### config.mk
export PLATFORM = sky130hd
export DESIGN_NAME = zfl_carve_unit
export DESIGN_NICKNAME = d
export VERILOG_FILES = /design/src/rtl/core/zfl_pkg.sv /design/src/rtl/core/zfl_carve_unit.sv
export SDC_FILE = /design/constraint.sdc
export NUM_CORES = 1
export LEC_CHECK = 0
export ABC_AREA = 1
export BUFFER_PORTS_ARGS = -buffer_cell sky130_fd_sc_hd__buf_2
export CORE_ASPECT_RATIO = 1.25
export CORE_UTILIZATION = 40
export CTS_CLUSTER_SIZE = 12
export DETAILED_ROUTE_END_ITERATION = 8
export GPL_ROUTABILITY_DRIVEN = 0
export SETUP_SLACK_MARGIN = 0.15
export SLEW_MARGIN = 15
export SYNTH_ARGS = -nofsm -noshare
export SYNTH_HDL_FRONTEND = slang
export SYNTH_SLANG_ARGS = --single-unit
### constraint.sdc
create_clock -name clock -period 3.85 [get_ports clock]
set_input_delay 0.77 -clock clock [delete_from_list [all_inputs] [get_ports clock]]
set_output_delay 0.77 -clock clock [all_outputs]
set_load 0.02 [all_outputs]
### src/rtl/core/zfl_pkg.sv
`timescale 1ns / 1ps
// Shared types and constants for the zone free-list allocator.
// No dependencies; every other file in rtl/core imports this package.
package zfl_pkg;

   // sizing
   localparam int STACK_DEPTH = 4096;
   localparam int PAGE_BYTES  = 4096;
   localparam int ADDR_BITS   = 32;
   localparam int SP_BITS     = $clog2(STACK_DEPTH);
   localparam int CNT_BITS    = SP_BITS + 1;
   localparam int SIZE_BITS   = 13;
   localparam int OFS_BITS    = $clog2(PAGE_BYTES) + 2;
   localparam int ISSUE_BITS  = 32;

   // object size limits and reset value
   localparam logic [SIZE_BITS-1:0] OBJ_SIZE_MIN   = SIZE_BITS'(4);
   localparam logic [SIZE_BITS-1:0] OBJ_SIZE_MAX   = SIZE_BITS'(4096);
   localparam logic [SIZE_BITS-1:0] OBJ_SIZE_RESET = SIZE_BITS'(64);

   // request codes
   localparam logic REQ_ALLOC = 1'b0;
   localparam logic REQ_FREE  = 1'b1;

   // status codes
   localparam logic [1:0] STAT_OK   = 2'd0;
   localparam logic [1:0] STAT_OOM  = 2'd1;
   localparam logic [1:0] STAT_FULL = 2'd2;

   typedef struct packed {
      logic                 req_type;
      logic [ADDR_BITS-1:0] free_addr;
      logic [ADDR_BITS-1:0] page_base;
      logic                 page_ok;
   } req_beat_type;

   typedef struct packed {
      logic [ADDR_BITS-1:0]  alloc_addr;
      logic [1:0]            status;
      logic                  page_taken;
      logic [CNT_BITS-1:0]   free_items;
      logic [ISSUE_BITS-1:0] issued_items;
   } rsp_beat_type;

   // sequencer to carve unit
   typedef struct packed {
      logic load;
      logic step;
   } carve_cmd_type;

   // carve unit to sequencer
   typedef struct packed {
      logic [ADDR_BITS-1:0] addr;
      logic                 fits;
   } carve_sts_type;

endpackage

### src/rtl/core/zfl_carve_unit.sv
`timescale 1ns / 1ps
// Page carving datapath: two adders step the object address and the page
// offset by the object size. Depends on zfl_pkg.
module zfl_carve_unit (
   input  logic                          clock,
   input  zfl_pkg::carve_cmd_type        cmd,
   input  logic [zfl_pkg::ADDR_BITS-1:0] page_base,
   input  logic [zfl_pkg::SIZE_BITS-1:0] object_size,
   output zfl_pkg::carve_sts_type        sts
);
   import zfl_pkg::*;

   logic [ADDR_BITS-1:0] addr_ff, addr_in;
   logic [OFS_BITS-1:0]  ofs_ff, ofs_in;
   logic [SIZE_BITS-1:0] size_clamped;
   logic [OFS_BITS-1:0]  ofs_sum;

   // clamp object size to the legal range
   always_comb begin
      if (object_size < OBJ_SIZE_MIN) begin
         size_clamped = OBJ_SIZE_MIN;
      end else if (object_size > OBJ_SIZE_MAX) begin
         size_clamped = OBJ_SIZE_MAX;
      end else begin
         size_clamped = object_size;
      end
   end

   // end of the current object within the page
   assign ofs_sum = ofs_ff + OFS_BITS'(size_clamped);

   // next address and offset
   always_comb begin
      addr_in = addr_ff;
      ofs_in  = ofs_ff;
      if (cmd.load) begin
         addr_in = page_base;
         ofs_in  = '0;
      end else if (cmd.step) begin
         addr_in = addr_ff + ADDR_BITS'(size_clamped);
         ofs_in  = ofs_sum;
      end
   end

   always_ff @(posedge clock) begin
      addr_ff <= addr_in;
      ofs_ff  <= ofs_in;
   end

   assign sts.addr = addr_ff;
   assign sts.fits = (ofs_sum <= OFS_BITS'(PAGE_BYTES));

endmodule

==> flow_summary_export.csv <==
group,metric,value,unit
run_status,status,"finished, violations left",
run_status,violations,"negative setup slack",
yosys,multiplexer_fraction_of_the_synthesized_cell_area,0,%
clock_network,holdBufCountCts,0,
worst_setup_path,worst_r2r_path_depth,20,
finish,finalNonFillerCells,948,
routing,detail_route.wirelength,13680,um
clock_network,cts_tree,"yes",
worst_setup_path,path_common_cell,"nand2_2",
routing,post_drt_via_cell_ratio,5.061,
worst_setup_path,critical_path.reg2reg.endpoint,"ofs_ff[9]",
timing,worst_slew_pin_slew,0.4661,ns
clock_network,clk_pin_slew,0.07,ns
finish,net_count_of_the_finished_layout,894,
job,maxCapViolCount,0,
routing,dr.first_iter.drc_count,168,
worst_setup_path,reg2reg_setup_slack,1.11,ns
finish,area_growth,42.13,%
yosys,post_synth_and_or_nand_nor_area_fraction,42.01,%
global_route,grt-ovfl-total,0,
worst_setup_path,timing.setup.critical_path_class,"input pin to primary output",
die,die_area,10920,um2
pwr,total_leakage_power,0.003015,uW
worst_hold_path,hold-path-cell-count,2,
timing,report.final.setup_viol,2,
worst_setup_path,worstPathCellList,"buf_6 > inv_4 > nand4_1 > nor2_2 > nand4_1 > nand2_2 > clkinv_4 > o21ai_4 > ha_4 > nand3_1 > nand3_2 > nand2_2 > nand2_2 > xnor2_2 > nand2_1 > nor2_2 > nand3_2 > nand2_2 > buf_6",
die,die_y,116.6,um
clock_network,h_tree_depth,2,
routing,drt_first_pass_iters,4,
finish,final.fill_count,928,
worst_setup_path,critical_path_depth,19,
yosys,syn_area,4203,um2
worst_setup_path,critical-path-slowest-cell,"ha_4",
routing,post_drt_wl_per_cell,14.43,um
yosys,synth-compound-area-share,7.711,%
worst_setup_path,timing.critical_path.fanout_max,6,
clock_network,cts_inserted_buffers,5,
yosys,synth_xor_area_share,2.501,%
timing,report.final.slew_viol_count,0,
finish,layout.cells.most_common_list,"nand2_1, buf_4, inv_1, buf_2, nand3_1",
place,pre_cts_slack,-0.3460,ns
global_route,grt_first_pass_wirelength,21330,um
worst_setup_path,worst-endpoint-arrival,3.23,ns
timing,final.setup_skew,0.005411,ns
timing,timing.final.crit_share,103.9,%
finish,layout-drive-gt1-share,34.31,%
place,dp_hpwl,10130,um
timing,achievable-frequency,0.2499,GHz
worst_setup_path,critical_path.top_delay_family,"simple AND/OR/NAND/NOR gates",
routing,ant_nets,0,
finish,finalCoreUtilization,58.81,%
worst_setup_path,r2r-start,"ofs_ff[4]",
yosys,synth_top_family_by_area,"simple AND/OR/NAND/NOR gates",
worst_hold_path,hp-class,"register to register",
finish,multi_input_area,2997,um2
place,port_buffers,80,
clock_network,max-clock-path-buffers,2,
worst_setup_path,cp.required,3.08,ns
routing,drc,0,
worst_hold_path,worst_hold_startpoint,"ofs_ff[12]",
yosys,synth_top_cell_area_share,22.86,%
routing,detailroute.via_count,4798,
die,floorplan.die.width,93.68,um
global_route,overall_fraction_of_global_route_tracks_in_use,25.21,%
die,row_count,41,
pwr,vdd_drop_max,0.1582,mV
global_route,first_global_vias,4696,
timing,timing.slew.headroom,68.93,%
worst_setup_path,endpoint_kind,"primary output",
timing,unrepaired_setup_endpoints_after_global_routing,"yes",
timing,post-route-min-period,4.001,ns
global_route,grt_antenna_before_repair,0,
yosys,yosys.area.top_type,"edfxtp_1",
worst_setup_path,timing.critical_path.slowest_cell_delay,0.24,ns
clock_network,clkSinkCount,46,
yosys,postSynthCellCount,657,
worst_setup_path,worstSetupStartpointType,"input pin",
global_route,grt_max_degree,37,
yosys,ys_seq_area_share,29.53,%
worst_hold_path,hold-path-endpoint,"ofs_ff[12]",
timing,worst_slack,-0.1515,ns
timing,hold_violations,0,
pwr,finalPower,1866,uW
clock_network,clock_insertion_delay_worst_skew,0.29,ns
yosys,synth_area_leaders,"edfxtp_1, nand2_1, inv_1",
place,post-place-cells,907,
yosys,yosys_warnings,0,
yosys,avgSynthCellArea,6.397,um2
worst_setup_path,cp.buffers_inverters,4,
die,io_pins,81,
yosys,mappedNetlistNets,733,
finish,insertedDiodeCount,0,
worst_setup_path,worst_setup_path_startpoint,"object_size[10]",
yosys,post_synth_fa_ha_maj_area_fraction,8.693,%
die,placeable_area,10160,um2
yosys,synth_cell_type_count,37,
yosys,postSynthRegisterBits,46,
finish,mostFrequentLayoutCell,"nand2_1",
clock_network,cts_root_buffer,"clkbuf_16",
timing,finalHoldWorstSlack,0.4791,ns
pwr,power.density_cell_area,312.3,nW/um2
finish,seqCellArea,1241,um2
die,initial_utilization,41.38,%
-- worst max-delay path by stage --
stage | end | slack, ns
2_1_floorplan | sts[0] | 0.26
3_3_place_gp | sts[0] | -0.36
3_5_place_dp | sts[0] | -0.35
4_1_cts | sts[0] | -0.07
5_1_grt | sts[0] | -0.29
6_report | sts[0] | -0.15
-- report_power, final --
part / internal [uW] / switching, uW / total, uW
Sequential: 602 / 54.1 / 656
Combinational: 321 / 460 / 781
Clock: 240 / 188 / 428
-- cells in the mapped netlist, drive strengths merged --
cell type  number
and3            1
a21oi          22
nand3          59
or2             5
and2            4
dfxtp          14
nand2         252
nor3           14
xnor2          10
fa              2
clkinv          2
o22ai           2
inv            92
edfxtp         32
nand3b          7
ha             26
nor4            1
nor2           52
a31oi           2
o21ai          34
o21bai          1
xor2            2
nand4          11
clkbuf          9
buf             1
-- through the flow --
stage	setup TNS, ns	instance area [um2]
2_1_floorplan	0	4203
3_3_place_gp	-0.3609	5099
3_5_place_dp	-0.3460	5099
4_1_cts	-0.07409	5694
5_1_grt	-0.4365	5973
6_report	-0.1631	5973
-- cell families after synthesis --
family	count (synthesis)
compound gates	61
fa+ha+maj	28
xor+xnor	12
simple gates	406
flops	46
buf+inv	104
-- layout make-up --
cell class | count | area share, %
Multi-Input combinational cell | 507 | 50.17
Sequential cell | 46 | 20.78
Clock inverter | 1 | 0.06284
Clock buffer | 7 | 2.220
Timing Repair Buffer | 164 | 17.99
Tap cell | 129 | 2.702
Inverter | 94 | 6.075
-- registers in the layout, summed over array words and instances (netlist names) --
signal   count
addr_ff     32
ofs_ff      14
-- metal layers --
layer	vias to the layer above	routed length (um)	track usage (%)	part of all wire [%]
li1	2431	-	-	-
met2	130	7338	49.59	54
met4	0	586	10.46	4.3
met3	44	606	3.320	4.4
met5	-	0	0	0
met1	2193	5144	26.56	38
-- repair_timing --
action | in CTS | in global routing
resized for setup | 70 | 51
hold endpoints to repair | 0 | 0
pin swaps | 28 | 36
setup endpoints to repair | 1 | 4
setup buffers | 22 | 11
-- worst register-to-register path, stage by stage, from the launching register on --
cell	delay, ns
dfxtp_1	0.33
ha_4	0.30
nand2_1	0.11
inv_1	0.12
nand2_1	0.06
nand2_1	0.05
nand2_1	0.09
nand3_2	0.08
nand2_2	0.07
buf_4	0.14
buf_4	0.12
buf_4	0.12
buf_4	0.12
buf_4	0.12
buf_4	0.12
buf_4	0.12
buf_4	0.12
buf_4	0.12
buf_4	0.12
buf_4	0.13
a31oi_4	0.10
No activity file was read; power rests on OpenSTA's default activity.
