$ cat src/rtl/core/zfl_pkg.sv
`timescale 1ns / 1ps
// Shared types and constants for the zone free-list allocator.
// No dependencies; every other file in rtl/core imports this package.
package zfl_pkg;

   // sizing
   localparam int STACK_DEPTH = 4096;
   localparam int PAGE_BYTES  = 4096;
   localparam int ADDR_BITS   = 32;
   localparam int SP_BITS     = $clog2(STACK_DEPTH);
   localparam int CNT_BITS    = SP_BITS + 1;
   localparam int SIZE_BITS   = 13;
   localparam int OFS_BITS    = $clog2(PAGE_BYTES) + 2;
   localparam int ISSUE_BITS  = 32;

   // object size limits and reset value
   localparam logic [SIZE_BITS-1:0] OBJ_SIZE_MIN   = SIZE_BITS'(4);
   localparam logic [SIZE_BITS-1:0] OBJ_SIZE_MAX   = SIZE_BITS'(4096);
   localparam logic [SIZE_BITS-1:0] OBJ_SIZE_RESET = SIZE_BITS'(64);

   // request codes
   localparam logic REQ_ALLOC = 1'b0;
   localparam logic REQ_FREE  = 1'b1;

   // status codes
   localparam logic [1:0] STAT_OK   = 2'd0;
   localparam logic [1:0] STAT_OOM  = 2'd1;
   localparam logic [1:0] STAT_FULL = 2'd2;

   typedef struct packed {
      logic                 req_type;
      logic [ADDR_BITS-1:0] free_addr;
      logic [ADDR_BITS-1:0] page_base;
      logic                 page_ok;
   } req_beat_type;

   typedef struct packed {
      logic [ADDR_BITS-1:0]  alloc_addr;
      logic [1:0]            status;
      logic                  page_taken;
      logic [CNT_BITS-1:0]   free_items;
      logic [ISSUE_BITS-1:0] issued_items;
   } rsp_beat_type;

   // sequencer to carve unit
   typedef struct packed {
      logic load;
      logic step;
   } carve_cmd_type;

   // carve unit to sequencer
   typedef struct packed {
      logic [ADDR_BITS-1:0] addr;
      logic                 fits;
   } carve_sts_type;

endpackage

$ cat src/rtl/core/zfl_ctrl.sv
`timescale 1ns / 1ps
// Allocator sequencer: request decode, stack pointer, counters, carve loop
// and the response register. Depends on zfl_pkg, drives zfl_stack_mem and
// zfl_carve_unit.
module zfl_ctrl (
   input  logic                          clock,
   input  logic                          reset,
   input  logic                          req_valid,
   output logic                          req_ready,
   input  zfl_pkg::req_beat_type         req_beat,
   output logic                          rsp_valid,
   input  logic                          rsp_ready,
   output zfl_pkg::rsp_beat_type         rsp_beat,
   output logic                          mem_wr_en,
   output logic [zfl_pkg::SP_BITS-1:0]   mem_wr_addr,
   output logic [zfl_pkg::ADDR_BITS-1:0] mem_wr_data,
   output logic                          mem_rd_en,
   output logic [zfl_pkg::SP_BITS-1:0]   mem_rd_addr,
   input  logic [zfl_pkg::ADDR_BITS-1:0] mem_rd_data,
   output zfl_pkg::carve_cmd_type        carve_cmd,
   input  zfl_pkg::carve_sts_type        carve_sts
);
   import zfl_pkg::*;

   typedef enum logic [1:0] {
      ST_IDLE,
      ST_CARVE,
      ST_READ,
      ST_DONE
   } state_type;

   localparam logic [CNT_BITS-1:0] STACK_FULL = CNT_BITS'(STACK_DEPTH);

   state_type             state_ff;
   logic [CNT_BITS-1:0]   count_ff;
   logic [ISSUE_BITS-1:0] issued_ff;
   logic [31:0]           carved_ff;
   logic [ADDR_BITS-1:0]  addr_ff;
   logic [1:0]            status_ff;
   logic                  taken_ff;
   logic                  rsp_valid_ff;
   rsp_beat_type          rsp_beat_ff;

   logic                  accept;
   logic                  slot_free;
   logic                  rsp_load;
   logic                  is_full;
   logic                  is_empty;
   logic                  carve_push;
   logic [CNT_BITS-1:0]   count_dec;

   assign req_ready  = (state_ff == ST_IDLE);
   assign accept     = req_valid && req_ready;
   assign slot_free  = !rsp_valid_ff || rsp_ready;
   assign rsp_load   = (state_ff == ST_DONE) && slot_free;
   assign is_full    = (count_ff == STACK_FULL);
   assign is_empty   = (count_ff == '0);
   assign count_dec  = count_ff - CNT_BITS'(1);
   assign carve_push = carve_sts.fits && !is_full;

   // stack port and carve unit control
   always_comb begin
      mem_wr_en      = 1'b0;
      mem_wr_addr    = count_ff[SP_BITS-1:0];
      mem_wr_data    = req_beat.free_addr;
      mem_rd_en      = 1'b0;
      mem_rd_addr    = count_dec[SP_BITS-1:0];
      carve_cmd.load = 1'b0;
      carve_cmd.step = 1'b0;
      unique case (state_ff)
         ST_IDLE: begin
            if (accept) begin
               if (req_beat.req_type == REQ_FREE) begin
                  mem_wr_en = !is_full;
               end else if (is_empty) begin
                  carve_cmd.load = req_beat.page_ok;
               end else begin
                  mem_rd_en = 1'b1;
               end
            end
         end
         ST_CARVE: begin
            if (carve_push) begin
               mem_wr_en      = 1'b1;
               mem_wr_data    = carve_sts.addr;
               carve_cmd.step = 1'b1;
            end else begin
               mem_rd_en = 1'b1;
            end
         end
         ST_READ: begin
         end
         ST_DONE: begin
         end
         default: begin
         end
      endcase
   end

   // sequencer state, counters and response register
   always_ff @(posedge clock) begin
      if (reset) begin
         state_ff     <= ST_IDLE;
         count_ff     <= '0;
         issued_ff    <= '0;
         carved_ff    <= '0;
         rsp_valid_ff <= 1'b0;
      end else begin
         if (rsp_ready && !rsp_load) begin
            rsp_valid_ff <= 1'b0;
         end
         unique case (state_ff)
            ST_IDLE: begin
               if (accept) begin
                  addr_ff   <= '0;
                  status_ff <= STAT_OK;
                  taken_ff  <= 1'b0;
                  if (req_beat.req_type == REQ_FREE) begin
                     if (is_full) begin
                        status_ff <= STAT_FULL;
                     end else begin
                        count_ff <= count_ff + CNT_BITS'(1);
                        if (issued_ff != '0) begin
                           issued_ff <= issued_ff - ISSUE_BITS'(1);
                        end
                     end
                     state_ff <= ST_DONE;
                  end else if (is_empty && req_beat.page_ok) begin
                     taken_ff <= 1'b1;
                     state_ff <= ST_CARVE;
                  end else if (is_empty) begin
                     status_ff <= STAT_OOM;
                     state_ff  <= ST_DONE;
                  end else begin
                     count_ff <= count_dec;
                     state_ff <= ST_READ;
                  end
               end
            end
            // one object pushed per cycle until the page or stack runs out
            ST_CARVE: begin
               if (carve_push) begin
                  count_ff <= count_ff + CNT_BITS'(1);
                  if (carved_ff != '1) begin
                     carved_ff <= carved_ff + 32'd1;
                  end
               end else begin
                  count_ff <= count_dec;
                  state_ff <= ST_READ;
               end
            end
            // popped address arrives from the stack
            ST_READ: begin
               addr_ff <= mem_rd_data;
               if (issued_ff != '1) begin
                  issued_ff <= issued_ff + ISSUE_BITS'(1);
               end
               state_ff <= ST_DONE;
            end
            ST_DONE: begin
               if (slot_free) begin
                  rsp_valid_ff             <= 1'b1;
                  rsp_beat_ff.alloc_addr   <= addr_ff;
                  rsp_beat_ff.status       <= status_ff;
                  rsp_beat_ff.page_taken   <= taken_ff;
                  rsp_beat_ff.free_items   <= count_ff;
                  rsp_beat_ff.issued_items <= issued_ff;
                  state_ff                 <= ST_IDLE;
               end
            end
            default: begin
               state_ff <= ST_IDLE;
            end
         endcase
      end
   end

   assign rsp_valid = rsp_valid_ff;
   assign rsp_beat  = rsp_beat_ff;

endmodule

$ cat config.mk
export PLATFORM = sky130hd
export DESIGN_NAME = zfl_ctrl
export DESIGN_NICKNAME = d
export VERILOG_FILES = /design/src/rtl/core/zfl_pkg.sv /design/src/rtl/core/zfl_ctrl.sv
export SDC_FILE = /design/constraint.sdc
export NUM_CORES = 1
export LEC_CHECK = 0
export BUFFER_PORTS_ARGS = -buffer_cell sky130_fd_sc_hd__buf_2
export CAP_MARGIN = 20
export CORE_UTILIZATION = 45
export DETAILED_ROUTE_END_ITERATION = 10
export PLACE_DENSITY = 0.83
export SYNTH_ARGS = -nofsm -noshare
export SYNTH_HDL_FRONTEND = slang
export SYNTH_SLANG_ARGS = --single-unit
$ cat constraint.sdc
create_clock -name clock -period 10.2 [get_ports clock]
set_clock_uncertainty 0.1 [all_clocks]
set_input_delay 1.02 -clock clock [delete_from_list [all_inputs] [get_ports clock]]
set_output_delay 1.02 -clock clock [all_outputs]
set_load 0.02 [all_outputs]
==> summary.md <==
| Metric | Value |
|---|---|
| CTS max path bufs | `2` |
| Max Freq | `222 MHz` |
| Worst-Skew Late Latency | `roughly 0.43 ns` |
| Worst min-delay path class | `reg2reg` |
| Period utilization | `0.442` |
| Initial core utilization | `0.464` |
| CP Cell Sequence | `inv_1 -> ha_1 -> nor3b_1 -> nand4_2 -> nand3_2 -> inv_2 -> nand2_1 -> nand2_1 -> buf_2` |
| Synth Cell Area | `8410 µm²` |
| CORE AREA | `roughly 18000 µm²` |
| Antenna Violating Nets Remaining | `0` |
| Largest net degree at the start of global routing | `81` |
| Multi-input gate area | `about 3700 µm²` |
| Die Ht | `roughly 140 µm` |
| Synth Area per Inst | `just over 10 µm²` |
| Synth top area share | `0.410` |
| R2R Path End | `issued_ff[31]` |
| Max Cap Viol | `0` |
| Most frequent cells in the layout | `244 x buf_2, 178 x nand2_1, 115 x edfxtp_1` |
| Min-delay src | `addr_ff[18]` |
| Post-DP HPWL | `approximately 14 mm` |
| Final hold viol count | `0` |
| Count of pins over their slew limit | `0` |
| Async SR Flop Fraction | `0` |
| Num CTS Buffers | `17` |
| Number of global-route vias before repair | `~6500` |
| CTS resizes | `0` |
| Yosys cell types | `67` |
| Syn nets | `between 1000 and 1500` |
| Final-layout fill cell count | `roughly 1500` |
| Total power draw | `approximately 0.0036 W` |
| Critical Path Fanout Max | `36` |
| Leak | `between 4 and 5 nW` |
| Placer Congestion | `slightly below 1` |
| 1st-pass router iterations | `8` |
| Failing checks | `DRC` |
| Worst Hold End | `rsp_beat[66]` |
| Final core occ | `0.568` |
| Post-CTS Setup Bufs | `0` |
| Number of port buffers | `approximately 240` |
| WHS | `approximately 0.32 ns` |
| Cell Rows | `49` |
| Initial antenna violation count | `1` |
| Worst path slowest cell | `inv_2` |
| Critical R2R Launch | `state_ff[0]` |
| Yosys top cell by area | `edfxtp_1` |
| Seq. cell area | `roughly 4400 µm²` |
| Status | `finished, violations left` |
| Worst slew margin | `0.257` |
| Vias | `between 6000 and 7000` |
| Detailed Route Iter0 Violations | `394` |
| Routed wire length | `around 20 mm` |
| Max stage delay on crit path | `slightly above 0.7 ns` |
| CP Class | `reg2out` |
| Post-Synthesis Cells | `827` |
| Post-route setup TNS | `0 ns` |
| Root Driver | `clkbuf_16` |
| Placed cells | `around 1300` |
| Leading cell type in the layout, fill and taps excluded | `buf_2` |
| Worst Tran Pin Value | `roughly 1.1 ns` |
| Total Routing Usage GR | `0.210` |
| Worst Hold Depth | `0` |
| Pwr Density | `about 350 nW/µm²` |
| Seq/Total Area, Yosys | `0.525` |
| Setup Viol. Count Final | `0` |
| Layout cells sized above 1 | `0.286` |
| H-tree levels | `4` |
| Worst Setup End Kind | `output pin` |
| Die area | `slightly below 20000 µm²` |
| CTS sink count | `approximately 160` |
| Area growth, synth to finish | `22.5%` |
| Crit-path leading delay family | `simple AND/OR/NAND/NOR gates` |
| First-pass GRT wire length | `31.7 mm` |
| Final min period | `~4.5 ns` |
| CP required | `between 9 and 10 ns` |
| Finished Layout Cells | `1289` |
| Via/cell ratio | `between 5 and 6` |
| Critical Path Most Common Cell | `nand2_1` |
| Io pins | `roughly 280` |
| Clock tree from TritonCTS | `done` |
| Gr ovfl total | `0` |
| DRC errors left | `14` |
| Clk pin slew, worst setup/hold paths | `roughly 0.06 ns` |
| Yosys warnings | `0` |
| R2r setup slk | `5.98 ns` |
| NumNets Final | `1223` |
| Arrival @ worst endpoint | `roughly 3.4 ns` |
| Post-synth EDFFs | `roughly 120` |
| Maximum vdd drop | `0.395 mV` |
| Worst setup SP type | `register` |
| Crit path buf inv count | `3` |
| RSZ-0062 raised after global routing | `false` |
| R2R depth | `15` |
| Drt wl/cell | `about 16 µm` |
| Hold buffers post-CTS | `0` |
| Post-synthesis register bit count | `around 160` |
| Die width | `roughly 140 µm` |
| Dominant synthesized flop cell | `edfxtp_1` |
| Area contributors post-synth | `edfxtp_1 41%, dfxtp_1 11%, nand2_1 7.9%` |
==> how the worst max path moves through the flow <==
stage          cells past startpoint  slack, ns         endpoint         from
3_3_place_gp                      15       6.08    issued_ff[31]  state_ff[0]
6_report                           9       5.69  mem_wr_data[25]  count_ff[0]
2_1_floorplan                      3       2.25      rsp_beat[0]        reset
5_1_grt                            9       5.48   mem_wr_data[1]  count_ff[0]
3_5_place_dp                      15       6.03    issued_ff[31]  state_ff[0]
4_1_cts                            9       5.69  mem_wr_data[25]  count_ff[0]
==> cells in the mapped netlist (5+ instances only) <==
cell type / number
a211oi_1: 5
a21o_1: 9
a21oi_1: 60
and2_1: 36
and3_1: 12
buf_2: 6
buf_4: 17
clkbuf_1: 26
dfxtp_1: 48
edfxtp_1: 115
ha_1: 40
inv_1: 14
nand2_1: 178
nand2b_1: 5
nand3_1: 12
nand3b_1: 7
nand4_1: 15
nor2_1: 51
nor2b_1: 10
nor3_1: 8
nor4_1: 17
o21a_1: 5
o21ai_0: 19
o21ai_1: 5
o31ai_1: 5
xnor2_1: 22
xor2_1: 15
==> layout make-up <==
cell class | count | area share
inverter | 15 | 0.00547
clock buffer | 17 | 0.0413
clock inverter | 14 | 0.0124
timing repair buffer | 250 | 0.125
tap | 229 | 0.0278
antenna | 1 | 0.000243
multi-input combinational | 600 | 0.359
sequential | 163 | 0.428
==> worst reg2reg max path: cells and delay by family (launching register included) <==
family	cells	cell delay, ns
and+or+nand+nor	2	0.36
muxes	2	0.57
adders and majority gates	2	0.52
buffers and inverters	4	1.15
DFF	1	0.38
AOI/OAI and AO/OA	5	1.04
==> registers in the layout (all words and copies together), names as in the netlist <==
signal and count:
addr_ff 32, count_ff 13, issued_ff 32, rsp_beat 80, rsp_valid 1, state_ff 2
status_ff 2, taken_ff 1
==> logic make-up after synthesis <==
family,after synthesis,synth area share
adders and majority gates,41,0.0619
xor gates and xnor gates,37,0.0385
buffers and inverters,64,0.0370
muxes,5,0.00610
DFF,163,0.525
AOI/OAI and AO/OA,146,0.119
and+or+nand+nor,371,0.213
==> power by group <==
group / switching, W / internal (W)
clock network: 0.000271 / 0.000338
registers: 0.000144 / 0.000874
logic: 0.00118 / 0.000754
==> through the flow <==
| stage | setup slack, ns | area [µm²] |
|---|---|---|
| final | 5.69 | 10300 |
| after global routing | 5.48 | 10300 |
| after CTS | 5.69 | 10300 |
| after detailed placement | 6.03 | 9720 |
| after global placement | 6.08 | 9720 |
| after floorplan | 2.25 | 8410 |
==> routing by layer <==
layer / GRT usage / vias to the layer above / part of all wire / wire length, µm
li1: - / 3388 / - / -
met1: 0.240 / 3219 / 0.40 / 7960
met2: 0.378 / 248 / 0.52 / 10400
met3: 0.0411 / 40 / 0.051 / 1030
met4: 0.100 / 0 / 0.031 / 616
met5: 0 / - / 0 / 0
Power figures use the tool's default switching activity.
